--- config.mk ---
export PLATFORM = sky130hd
export DESIGN_NAME = dns_query_to_fixed_answer
export DESIGN_NICKNAME = d
export VERILOG_FILES = /design/src/design/dqfa_pkg.sv /design/src/design/dns_query_to_fixed_answer.sv /design/src/design/dqfa_front.sv /design/src/design/dqfa_queue.sv /design/src/design/dqfa_back.sv
export SDC_FILE = /design/constraint.sdc
export NUM_CORES = 1
export LEC_CHECK = 0
export ABC_AREA = 1
export BUFFER_PORTS_ARGS = -buffer_cell sky130_fd_sc_hd__buf_4
export CAP_MARGIN = 20
export CORE_AREA = 2 2 131 133
export DETAILED_ROUTE_END_ITERATION = 8
export DIE_AREA = 0 0 133 135
export GPL_ROUTABILITY_DRIVEN = 0
export PLACE_DENSITY = 0.76
export SLEW_MARGIN = 20
export SYNTH_ARGS = -nofsm -noshare
export SYNTH_HDL_FRONTEND = slang
export SYNTH_HIERARCHICAL = 1
export SYNTH_SLANG_ARGS = --single-unit
--- constraint.sdc ---
create_clock -name clk -period 2.9 [get_ports clk]
set_input_delay 0.145 -clock clk [delete_from_list [all_inputs] [get_ports clk]]
set_output_delay 0.145 -clock clk [all_outputs]
set_load 0.02 [all_outputs]
--- src/design/dqfa_pkg.sv ---
// ----------------------------------------------------------------------------
// dqfa_pkg
// shared types, constants and byte functions of the fixed-answer dns responder
// ----------------------------------------------------------------------------
package dqfa_pkg;

    localparam int HDR_LEN     = 12;
    localparam int ANS_LEN     = 16;
    localparam int QUEUE_DEPTH = 4;

    localparam int POS_W  = 4;
    localparam int QPTR_W = 2;
    localparam int QCNT_W = 3;

    localparam logic [7:0] FLAG_BIT_MASK = 8'h80;
    localparam logic [7:0] ANCOUNT_HI    = 8'h00;
    localparam logic [7:0] ANCOUNT_LO    = 8'h01;
    localparam logic [7:0] NAME_PTR_HI   = 8'hC0;
    localparam logic [7:0] NAME_PTR_LO   = 8'h0C;
    localparam logic [7:0] TTL_SECONDS   = 8'h3C;
    localparam logic [7:0] RDLENGTH_A    = 8'h04;

    localparam logic [POS_W-1:0] HDR_LAST_POS = POS_W'(HDR_LEN - 1);
    localparam logic [POS_W-1:0] ANS_LAST_IDX = POS_W'(ANS_LEN - 1);

    localparam logic [POS_W-1:0] HDR_FLAGS_HI = POS_W'(2);
    localparam logic [POS_W-1:0] HDR_FLAGS_LO = POS_W'(3);
    localparam logic [POS_W-1:0] HDR_ANC_HI   = POS_W'(6);
    localparam logic [POS_W-1:0] HDR_ANC_LO   = POS_W'(7);

    typedef struct packed {
        logic [7:0] data_byte;
        logic       in_last;
    } query_t;

    typedef struct packed {
        logic [7:0] out_byte;
        logic       out_last;
    } reply_t;

    typedef enum logic [1:0] {
        CMD_STORE,
        CMD_HEADER,
        CMD_PASS
    } cmd_kind_t;

    typedef struct packed {
        cmd_kind_t        kind;
        logic [POS_W-1:0] pos;
        logic [7:0]       data;
        logic             last;
    } cmd_t;

    typedef enum logic [1:0] {
        BK_IDLE,
        BK_HEADER,
        BK_ANSWER
    } back_state_t;

    // response header byte from the held query header byte
    function automatic logic [7:0] header_edit(input logic [POS_W-1:0] idx,
                                               input logic [7:0] b);
        logic [7:0] r;
        r = b;
        if (idx == HDR_FLAGS_HI || idx == HDR_FLAGS_LO)
            r = b | FLAG_BIT_MASK;
        else if (idx == HDR_ANC_HI)
            r = ANCOUNT_HI;
        else if (idx == HDR_ANC_LO)
            r = ANCOUNT_LO;
        return r;
    endfunction

    // byte of the appended a record
    function automatic logic [7:0] answer_byte(input logic [POS_W-1:0] idx,
                                               input logic [31:0] ipv4);
        logic [7:0] r;
        unique case (idx)
            4'd0:    r = NAME_PTR_HI;
            4'd1:    r = NAME_PTR_LO;
            4'd3:    r = 8'h01;
            4'd5:    r = 8'h01;
            4'd9:    r = TTL_SECONDS;
            4'd11:   r = RDLENGTH_A;
            4'd12:   r = ipv4[31:24];
            4'd13:   r = ipv4[23:16];
            4'd14:   r = ipv4[15:8];
            4'd15:   r = ipv4[7:0];
            default: r = 8'h00;
        endcase
        return r;
    endfunction

endpackage

--- src/design/dns_query_to_fixed_answer.sv ---
// ----------------------------------------------------------------------------
// dns_query_to_fixed_answer
// answers every dns query with one a record carrying a fixed ipv4 address
// ----------------------------------------------------------------------------
// query channel: one payload byte per transfer, in_last on the final byte.
// reply channel: one response byte per transfer, out_last on the final byte.
// a query shorter than 12 bytes produces no reply bytes at all.
// the 12 header bytes are held; after the twelfth byte the back end sends
// the header with qr and ra set and ancount forced to 1, then every later
// byte passes at one per cycle while the reply side keeps up, then a
// 16-byte answer follows the last byte. a passed byte goes through the
// queue and then the output register before it shows on the reply port;
// the header starts only once the back end has stored the twelfth byte.
// throughput: one query byte per cycle while the reply side keeps up; the
// header and answer bursts are set by the back end's single output port,
// and a stalled reply side fills the queue and then drops query_ready.
// cfg_we writes answer_ipv4 from cfg_wdata at once; it is read when the
// answer goes out. reset clears the position, queue and output valid, and
// answer_ipv4 to 0.
// ----------------------------------------------------------------------------
module dns_query_to_fixed_answer
    import dqfa_pkg::*;
(
    input  logic        clk,
    input  logic        rst_n,
    input  logic        query_valid,
    output logic        query_ready,
    input  query_t      query,
    output logic        reply_valid,
    input  logic        reply_ready,
    output reply_t      reply,
    input  logic        cfg_we,
    input  logic [31:0] cfg_wdata
);

    logic [31:0] answer_ipv4_reg;
    logic        q_full;
    logic        q_empty;
    logic        push;
    logic        pop;
    cmd_t        push_cmd;
    cmd_t        head;

    always_ff @(posedge clk or negedge rst_n)
    begin
        if (!rst_n)
            answer_ipv4_reg <= '0;
        else if (cfg_we)
            answer_ipv4_reg <= cfg_wdata;
    end

    dqfa_front u_front (
        .clk         (clk),
        .rst_n       (rst_n),
        .query_valid (query_valid),
        .query_ready (query_ready),
        .query       (query),
        .q_full      (q_full),
        .push        (push),
        .cmd         (push_cmd)
    );

    dqfa_queue u_queue (
        .clk      (clk),
        .rst_n    (rst_n),
        .push     (push),
        .push_cmd (push_cmd),
        .full     (q_full),
        .pop      (pop),
        .empty    (q_empty),
        .head     (head)
    );

    dqfa_back u_back (
        .clk         (clk),
        .rst_n       (rst_n),
        .q_empty     (q_empty),
        .head        (head),
        .pop         (pop),
        .ipv4        (answer_ipv4_reg),
        .reply_valid (reply_valid),
        .reply_ready (reply_ready),
        .reply       (reply)
    );

endmodule

--- src/design/dqfa_front.sv ---
// ----------------------------------------------------------------------------
// dqfa_front
// accepts query bytes, tracks the header position and tags each byte
// ----------------------------------------------------------------------------
module dqfa_front
    import dqfa_pkg::*;
(
    input  logic   clk,
    input  logic   rst_n,
    input  logic   query_valid,
    output logic   query_ready,
    input  query_t query,
    input  logic   q_full,
    output logic   push,
    output cmd_t   cmd
);

    logic [POS_W-1:0] pos_reg;
    logic [POS_W-1:0] pos_next;
    logic             accept;

    assign query_ready = !q_full;
    assign accept      = query_valid && query_ready;

    always_comb
    begin
        cmd.data = query.data_byte;
        cmd.last = query.in_last;
        cmd.pos  = pos_reg;
        push     = 1'b0;
        priority if (pos_reg == HDR_LAST_POS)
        begin
            cmd.kind = CMD_HEADER;
            push     = accept;
        end
        else if (pos_reg < HDR_LAST_POS)
        begin
            cmd.kind = CMD_STORE;
            // short query ends here: nothing goes out
            push     = accept && !query.in_last;
        end
        else
        begin
            cmd.kind = CMD_PASS;
            push     = accept;
        end
    end

    always_comb
    begin
        pos_next = pos_reg;
        if (accept)
        begin
            if (query.in_last)
                pos_next = '0;
            else if (pos_reg <= HDR_LAST_POS)
                pos_next = pos_reg + 1'b1;
        end
    end

    always_ff @(posedge clk or negedge rst_n)
    begin
        if (!rst_n)
            pos_reg <= '0;
        else
            pos_reg <= pos_next;
    end

endmodule

--- src/design/dqfa_queue.sv ---
// ----------------------------------------------------------------------------
// dqfa_queue
// short fifo of tagged bytes between the front and the back
// ----------------------------------------------------------------------------
module dqfa_queue
    import dqfa_pkg::*;
(
    input  logic clk,
    input  logic rst_n,
    input  logic push,
    input  cmd_t push_cmd,
    output logic full,
    input  logic pop,
    output logic empty,
    output cmd_t head
);

    cmd_t              mem_reg [QUEUE_DEPTH];
    logic [QPTR_W-1:0] wr_ptr_reg;
    logic [QPTR_W-1:0] rd_ptr_reg;
    logic [QCNT_W-1:0] count_reg;
    logic [QCNT_W-1:0] count_next;

    assign full  = (count_reg == QCNT_W'(QUEUE_DEPTH));
    assign empty = (count_reg == '0);
    assign head  = mem_reg[rd_ptr_reg];

    always_comb
    begin
        count_next = count_reg;
        if (push && !pop)
            count_next = count_reg + 1'b1;
        else if (pop && !push)
            count_next = count_reg - 1'b1;
    end

    always_ff @(posedge clk or negedge rst_n)
    begin
        if (!rst_n)
        begin
            wr_ptr_reg <= '0;
            rd_ptr_reg <= '0;
            count_reg  <= '0;
        end
        else
        begin
            if (push)
                wr_ptr_reg <= wr_ptr_reg + 1'b1;
            if (pop)
                rd_ptr_reg <= rd_ptr_reg + 1'b1;
            count_reg <= count_next;
        end
    end

    always_ff @(posedge clk)
    begin
        if (push)
            mem_reg[wr_ptr_reg] <= push_cmd;
    end

endmodule

--- src/design/dqfa_back.sv ---
// ----------------------------------------------------------------------------
// dqfa_back
// holds the header, emits the edited header, passed bytes and the answer
// ----------------------------------------------------------------------------
module dqfa_back
    import dqfa_pkg::*;
(
    input  logic        clk,
    input  logic        rst_n,
    input  logic        q_empty,
    input  cmd_t        head,
    output logic        pop,
    input  logic [31:0] ipv4,
    output logic        reply_valid,
    input  logic        reply_ready,
    output reply_t      reply
);

    back_state_t      state_reg;
    back_state_t      state_next;
    logic [POS_W-1:0] idx_reg;
    logic [POS_W-1:0] idx_next;
    logic             pend_last_reg;
    logic             pend_last_next;
    logic [7:0]       hdr_reg [HDR_LEN];
    logic             hdr_we;
    logic             reply_valid_reg;
    reply_t           reply_reg;
    logic             load;
    logic             emit;
    reply_t           emit_item;

    // output slot free or being taken this cycle
    assign load        = !reply_valid_reg || reply_ready;
    assign reply_valid = reply_valid_reg;
    assign reply       = reply_reg;

    always_comb
    begin
        state_next = state_reg;
        unique case (state_reg)
            BK_IDLE:
            begin
                if (!q_empty && head.kind == CMD_HEADER)
                    state_next = BK_HEADER;
                else if (!q_empty && head.kind == CMD_PASS && load && head.last)
                    state_next = BK_ANSWER;
            end
            BK_HEADER:
            begin
                if (load && idx_reg == HDR_LAST_POS)
                    state_next = pend_last_reg ? BK_ANSWER : BK_IDLE;
            end
            BK_ANSWER:
            begin
                if (load && idx_reg == ANS_LAST_IDX)
                    state_next = BK_IDLE;
            end
            default: state_next = BK_IDLE;
        endcase
    end

    always_comb
    begin
        pop            = 1'b0;
        hdr_we         = 1'b0;
        emit           = 1'b0;
        emit_item      = '0;
        idx_next       = idx_reg;
        pend_last_next = pend_last_reg;
        unique case (state_reg)
            BK_IDLE:
            begin
                if (!q_empty)
                begin
                    unique case (head.kind)
                        CMD_STORE:
                        begin
                            pop    = 1'b1;
                            hdr_we = 1'b1;
                        end
                        CMD_HEADER:
                        begin
                            pop            = 1'b1;
                            hdr_we         = 1'b1;
                            pend_last_next = head.last;
                            idx_next       = '0;
                        end
                        CMD_PASS:
                        begin
                            if (load)
                            begin
                                pop                = 1'b1;
                                emit               = 1'b1;
                                emit_item.out_byte = head.data;
                                emit_item.out_last = 1'b0;
                            end
                        end
                        default: pop = 1'b1;
                    endcase
                end
            end
            BK_HEADER:
            begin
                if (load)
                begin
                    emit               = 1'b1;
                    emit_item.out_byte = header_edit(idx_reg, hdr_reg[idx_reg]);
                    emit_item.out_last = 1'b0;
                    idx_next = (idx_reg == HDR_LAST_POS) ? '0 : idx_reg + 1'b1;
                end
            end
            BK_ANSWER:
            begin
                if (load)
                begin
                    emit               = 1'b1;
                    emit_item.out_byte = answer_byte(idx_reg, ipv4);
                    emit_item.out_last = (idx_reg == ANS_LAST_IDX);
                    idx_next = (idx_reg == ANS_LAST_IDX) ? '0 : idx_reg + 1'b1;
                end
            end
            default: idx_next = '0;
        endcase
    end

    always_ff @(posedge clk or negedge rst_n)
    begin
        if (!rst_n)
        begin
            state_reg       <= BK_IDLE;
            idx_reg         <= '0;
            pend_last_reg   <= 1'b0;
            reply_valid_reg <= 1'b0;
        end
        else
        begin
            state_reg     <= state_next;
            idx_reg       <= idx_next;
            pend_last_reg <= pend_last_next;
            if (emit)
                reply_valid_reg <= 1'b1;
            else if (reply_ready)
                reply_valid_reg <= 1'b0;
        end
    end

    always_ff @(posedge clk)
    begin
        if (emit)
            reply_reg <= emit_item;
        if (hdr_we)
            hdr_reg[head.pos] <= head.data;
    end

endmodule

==> metrics.txt, run 1 <==
status complete, no violations; Starting Density 0.607; R2R cell count 14; Ant. Diodes 0; Worst setup SP type flop; DRC 0; Mapped Area 9960 um^2; Final Max Slew Viols 0; crit-path max FO 16; layout cell share with drive strength beyond 1 0.120; Worst Hold Class in2reg; P&R area growth vs syn 15.3%; syn_area_per_cell 9.99 um^2; WHS Path Cells 3; vias per std cell 5.28; Syn Nets 1,059; P per Cell Area 923 nW/um^2; TritonCTS clock tree yes; via count 6,995; number of flops mapped to enable cells by yosys 165; maximum vdd ir drop 652 uV; root buf cell clkbuf_16; commonest non-fill, non-tap cells in the layout nand2_1, edfxtp_1, inv_1; CTS clk-pin slew, worst paths 0.06 ns; Clock Sinks 216; Die Wd 133 um; maximum clock path buffer count 3; First DRT Iteration DRCs 656; Power, Total 10,600 uW; IO Pins 57; worst r2r dst u_queue/count_reg[2]$_DFFE_PN0P_; Hold WS 0.0534 ns; first-pass GRT wire length 33.9 mm; Die ar. 18,000 um^2; maxcap violations 0; critical path class reg2reg; Worst-Margin Slew 0.699 ns; most common cell after layout, fill and taps aside nand2_1; Final Setup Violations 0; # H-tree levels 1; Leak 0.00506 uW; largest net degree at the start of global routing 58; die height 135 um; Largest register FFs 96; maximum clock rate 412 MHz; Main synth FF type edfxtp_1; post-route clock skew 0.0173 ns; port buffer count 56; final worst-path setup slack 0.470 ns; GRT overflow 0; Setup Fix Bufs, Post-CTS 0; Final ANT Viol Nets 0; Critical R2R Launch u_queue/rd_ptr_reg[1]$_DFFE_PN0P_; Hold Path Origin cfg_we; Hold EP answer_ipv4_reg[21]$_DFFE_PN0P_; FP Rows 47; drt pass-1 iters 9; Final Hold Fails 0; FF+latch count, synth 216; HPWL after DPL 13.5 mm; setup TNS 0 ns; R2R setup slack 0.47 ns; post-synthesis cell count 997; routed length per instance 16.1 um; initial antenna violation count 0; pre-CTS worst setup slack 0.450 ns; relative slew slack 0.534; WP data arrival 2.83 ns; sequential fraction of the synthesis area 0.626; Tot GR Track Use 0.242; yosys synthesis warning count 6; vias in the first global route 6,677; total CTS buffers 22; RSZ-0062 raised after global routing no; post-layout net count 1,153; Yosys cell types 37; asr flop ratio synth 0.236; worst skew pair latency 0.51 ns; CP required 3.30 ns; fin crit period 2.43 ns; core region area 16,400 um^2; crit end category flop; part of the cycle the worst path needs 0.838; Routed WL 21.4 mm
kinds of logic after synthesis:
group / count (synthesis) / synth area share
and+or+nand+nor: 511 / 0.207
AOI/OAI and AO/OA: 95 / 0.0594
xor gates and xnor gates: 4 / 0.00352
muxes: 1 / 0.00113
adders and majority gates: 16 / 0.0209
DFF: 216 / 0.626
buffers and inverters: 154 / 0.0823
critical path: stages (launching register included):
cell and delay, ns:
dfrtp_1 0.52, inv_4 0.24, o211ai_1 0.12, nand2_1 0.11
inv_1 0.07, nor2_1 0.17, a21oi_1 0.15, inv_1 0.08
ha_1 0.15, inv_1 0.07, fa_1 0.38, nand2_1 0.10
nand3_1 0.07, nand2_1 0.06, nand2_1 0.04
routing by layer:
layer / track usage / share of wire / vias up
met5: 0 / 0 / -
met4: 0.0824 / 0.031 / 0
met3: 0.0387 / 0.065 / 53
met2: 0.408 / 0.49 / 264
met1: 0.322 / 0.42 / 3254
li1: - / - / 3424
where the power goes:
| group | leakage (uW) | total, uW | switching, uW | internal [uW] |
|---|---|---|---|---|
| clock | 0.000326 | 2620 | 1140 | 1480 |
| sequential | 0.00213 | 4460 | 276 | 4180 |
| combinational | 0.00260 | 3530 | 2460 | 1070 |
| total | 0.00506 | 10600 | 3870 | 6730 |
layout make-up:
cell class,instances,area (um^2)
clock inverter,14,110
inverter,107,412
multi-input combinational,627,2910
sequential,216,6230
timing repair buffer,117,986
clock buffer,24,558
fill,1158,4930
tap,220,275
synth_stat cells, types with 5 or more instances:
library cell | n | share of area
nand2_1 | 366 | 0.14
edfxtp_1 | 165 | 0.50
inv_1 | 102 | 0.038
nor2_1 | 77 | 0.029
dfrtp_1 | 51 | 0.13
nand3_1 | 43 | 0.022
o211ai_1 | 33 | 0.025
a21oi_1 | 21 | 0.011
o21ai_0 | 21 | 0.011
buf_4 | 15 | 0.011
ha_1 | 15 | 0.019
o21ai_1 | 13 | 0.0065
buf_2 | 12 | 0.0060
buf_6 | 11 | 0.012
nand2_2 | 11 | 0.0069
clkbuf_8 | 6 | 0.0083
nand4_1 | 5 | 0.0031
how the worst max path moves through the flow:
| stage | cells after the start | slack [ns] | startpoint | end |
|---|---|---|---|---|
| after floorplan | 13 | 0.75 | u_queue/rd_ptr_reg[0]$_DFFE_PN0P_ | u_queue/count_reg[1]$_DFFE_PN0P_ |
| after global routing | 14 | 0.26 | u_queue/rd_ptr_reg[1]$_DFFE_PN0P_ | u_queue/count_reg[2]$_DFFE_PN0P_ |
| after CTS | 14 | 0.45 | u_queue/rd_ptr_reg[1]$_DFFE_PN0P_ | u_queue/count_reg[2]$_DFFE_PN0P_ |
| after detailed placement | 14 | 0.45 | u_queue/rd_ptr_reg[1]$_DFFE_PN0P_ | u_queue/count_reg[2]$_DFFE_PN0P_ |
| final | 14 | 0.47 | u_queue/rd_ptr_reg[1]$_DFFE_PN0P_ | u_queue/count_reg[2]$_DFFE_PN0P_ |
| after global placement | 14 | 0.53 | u_queue/rd_ptr_reg[1]$_DFFE_PN0P_ | u_queue/count_reg[2]$_DFFE_PN0P_ |
timing repair:
action	CTS	global route
hold buffers	43	0
endpoints found under the hold margin	123	0
resized for setup	0	0
metrics by stage:
stage | utilization | cells | cell area (um^2)
after CTS | 0.700 | 1325 | 11500
after global placement | 0.633 | 1244 | 10400
after floorplan | - | 997 | 9960
final | 0.700 | 1325 | 11500
after global routing | 0.700 | 1325 | 11500
after detailed placement | 0.633 | 1244 | 10400
No activity file was read; power rests on OpenSTA's default activity.
==> run 2, diff against run 1 <==
--- a/config.mk
+++ b/config.mk
@@ -8,11 +8,11 @@
 export ABC_AREA = 1
 export BUFFER_PORTS_ARGS = -buffer_cell sky130_fd_sc_hd__buf_4
 export CAP_MARGIN = 20
-export CORE_AREA = 2 2 131 133
+export CORE_AREA = 2 2 138 140
 export DETAILED_ROUTE_END_ITERATION = 8
-export DIE_AREA = 0 0 133 135
+export DIE_AREA = 0 0 140 142
 export GPL_ROUTABILITY_DRIVEN = 0
-export PLACE_DENSITY = 0.76
+export PLACE_DENSITY = 0.72
 export SLEW_MARGIN = 20
 export SYNTH_ARGS = -nofsm -noshare
 export SYNTH_HDL_FRONTEND = slang
==> constraint.sdc (replaced) <==
create_clock -name clk -period 2 [get_ports clk]
set_input_delay 0.1 -clock clk [delete_from_list [all_inputs] [get_ports clk]]
set_output_delay 0.1 -clock clk [all_outputs]
set_load 0.02 [all_outputs]
==> run 2 against run 1 <==
- the flow now finishes with violations (DRC, setup timing)
- clock-buffer cell count up 11
- global-route usage down 0.89 points
- sequential power up 43%
- combinational power up 85%
- clock power up 44%
- critical endpoint unchanged
- design area up 7.5%
- die area up 11%
- register-to-register slack worse by 0.51 ns
- utilization down 3.1 points
- clock skew down 0.0089 ns
==> metrics.txt, run 2 (synthesized netlist as in run 1, its figures left out) <==
vias in the first global route 7,144 (+7.0%); area occupied by multi-input gates 3050 um^2 (+4.8%); fin crit period 2.04 ns (-0.386 ns); HPWL after DPL 14.9 mm (+11%); Worst setup SP type flop; maxcap violations 0 (unchanged); maximum clock rate 489 MHz (+19%); DRC 6 (+6); maximum clock path buffer count 3 (unchanged); worst skew pair latency 0.51 ns (about the same); P per Cell Area 1350 nW/um^2 (+46%); crit end category flop; crit-path max FO 7 (-9); initial antenna violation count 0 (unchanged); Routed WL 22.8 mm (+6.9%); Largest register FFs 96 (unchanged); status finished, violations left; IO Pins 57 (unchanged); FP Rows 50 (+6.4%); GRT overflow 0 (unchanged); CTS clk-pin slew, worst paths 0.05 ns (about the same); relative slew slack 0.557 (+0.0234); first-pass GRT wire length 36.7 mm (+8.3%); CP required 2.45 ns (-0.85 ns); combinational share of power 0.392 (+0.059); TritonCTS clock tree yes; Die Wd 140 um (+5.3%); Starting Density 0.540 (-0.0674); layout cell share with drive strength beyond 1 0.197 (+0.0771); Worst-Margin Slew 0.665 ns (-0.0343 ns); Worst Hold Class in2reg; port buffer count 56 (unchanged); root buf cell clkbuf_16; Net Sw Frac 0.360 (-0.00564); commonest non-fill, non-tap cells in the layout nand2_1, edfxtp_1, buf_4; critical path class reg2reg; flip-flop and latch area 6230 um^2 (about the same); maximum vdd ir drop 1090 uV (+68%); # H-tree levels 1 (unchanged); failing checks DRC, setup timing; Ant. Diodes 0 (unchanged); sequential share of power 0.382 (-0.038); clock share of power 0.226 (-0.021); P&R area growth vs syn 24.0%; Final ANT Viol Nets 0 (unchanged); WP data arrival 2.49 ns (-0.34 ns); core region area 18,500 um^2 (+12%); vias per std cell 5.22 (-1.2%); Leak 0.00542 uW (+7.0%); post-route clock skew 0.00834 ns (-0.00893 ns); P_int 10,700 uW (+59%); Die ar. 19,900 um^2 (+11%); First DRT Iteration DRCs 667 (+1.7%); FILL cells 1,341 (+16%); Clock Sinks 216 (unchanged); die height 142 um (+5.2%); Power, Total 16,700 uW (+57%); Final Hold Fails 0 (unchanged); largest net degree at the start of global routing 52 (-10%); drt pass-1 iters 7 (-2); final worst-path setup slack -0.0437 ns (-0.514 ns); Final Setup Violations 2 (+2); part of the cycle the worst path needs 1.02 (+0.184); Final Max Slew Viols 0 (unchanged); pre-CTS worst setup slack -0.0488 ns (-0.499 ns); routed length per instance 16.1 um (-0.14%); post-layout net count 1,230 (+6.7%); most common cell after layout, fill and taps aside nand2_1; total CTS buffers 23 (+4.5%); Tot GR Track Use 0.233 (-0.00890); via count 7,405 (+5.9%); sw power 5990 uW (+55%); RSZ-0062 raised after global routing yes
-- run 2: changes by cell type in the layout (fill, tap and decap cells not counted), sizes merged --
cell,delta
dlygate4sd3,+13
clkinv,-7
clkbuf,+11
bufinv,-1
clkinvlp,+1
buf,+63
-- run 2: worst max-delay path, stage by stage (launching register included) --
cell,delay [ns]
dfrtp_2,0.46
buf_6,0.13
o211ai_2,0.14
nand2_2,0.09
nor2_4,0.10
a21oi_2,0.06
inv_1,0.07
ha_2,0.18
inv_2,0.05
fa_2,0.40
inv_2,0.05
nand2_1,0.06
nand3_1,0.08
nand2_1,0.05
nand2_1,0.06
-- run 2: path summary, 6_finish.rpt --
check	startpoint	endpoint	slack, ns	cells past startpoint
worst max-delay path	u_queue/rd_ptr_reg[0]$_DFFE_PN0P_	u_queue/count_reg[2]$_DFFE_PN0P_	-0.04	14
worst min-delay path	cfg_we	answer_ipv4_reg[8]$_DFFE_PN0P_	0.02	3
worst max register to register	u_queue/rd_ptr_reg[0]$_DFFE_PN0P_	u_queue/count_reg[2]$_DFFE_PN0P_	-0.04	14
worst min register to register	answer_ipv4_reg[22]$_DFFE_PN0P_	answer_ipv4_reg[22]$_DFFE_PN0P_	0.48	2
max in group asynchronous	rst_n	u_queue/rd_ptr_reg[0]$_DFFE_PN0P_	1.34	2
min in group asynchronous	rst_n	answer_ipv4_reg[10]$_DFFE_PN0P_	0.17	2
-- run 2: per-stage QoR --
stage	instance area [um^2]	cells	util	setup TNS, ns	hold WS, ns
after detailed placement	10900	1313	0.590	-0.927	0.176
after global placement	10900	1313	0.590	0	0.179
after CTS	12100	1411	0.656	0	0.000316
final	12300	1419	0.669	-0.0512	0.0242
after global routing	12300	1419	0.669	-2.73	0.0313
after floorplan	9980	997	-	-0.0583	-0.196
-- run 2: power groups by stage --
stage | Sequential [uW] | Clock, uW | Combinational, uW
finish | 6360 | 3760 | 6540
CTS | 6360 | 3830 | 6050
global placement | 6410 | 0 | 5820
detailed placement | 6440 | 0 | 5930
floorplan | 6500 | 0 | 3650
global route | 6420 | 4010 | 7240
-- run 2: final cells by class --
| class | count | area share |
|---|---|---|
| flip-flops and latches | 216 | 0.505 |
| multi-input cells | 627 | 0.247 |
| repair buffers | 193 | 0.138 |
| clock buffers | 35 | 0.0503 |
| inverters | 107 | 0.0336 |
| well taps | 234 | 0.0237 |
| clock inverters | 7 | 0.00304 |
-- run 2: metal layers --
layer	share of wire	vias up	global-route usage	wire [um]
met5	0	-	0	0
met4	0.028	0	0.0665	632
met3	0.052	57	0.0320	1190
met2	0.50	232	0.404	11300
met1	0.43	3527	0.311	9720
li1	-	3589	-	-
-- run 2: what timing repair did --
item	CTS	global route
hold endpoints to repair	123	0
setup endpoints to repair	59	143
gates resized for setup	3	58
pin swaps	0	11
gates cloned	0	0
hold buffers	56	0
setup buffers	0	8
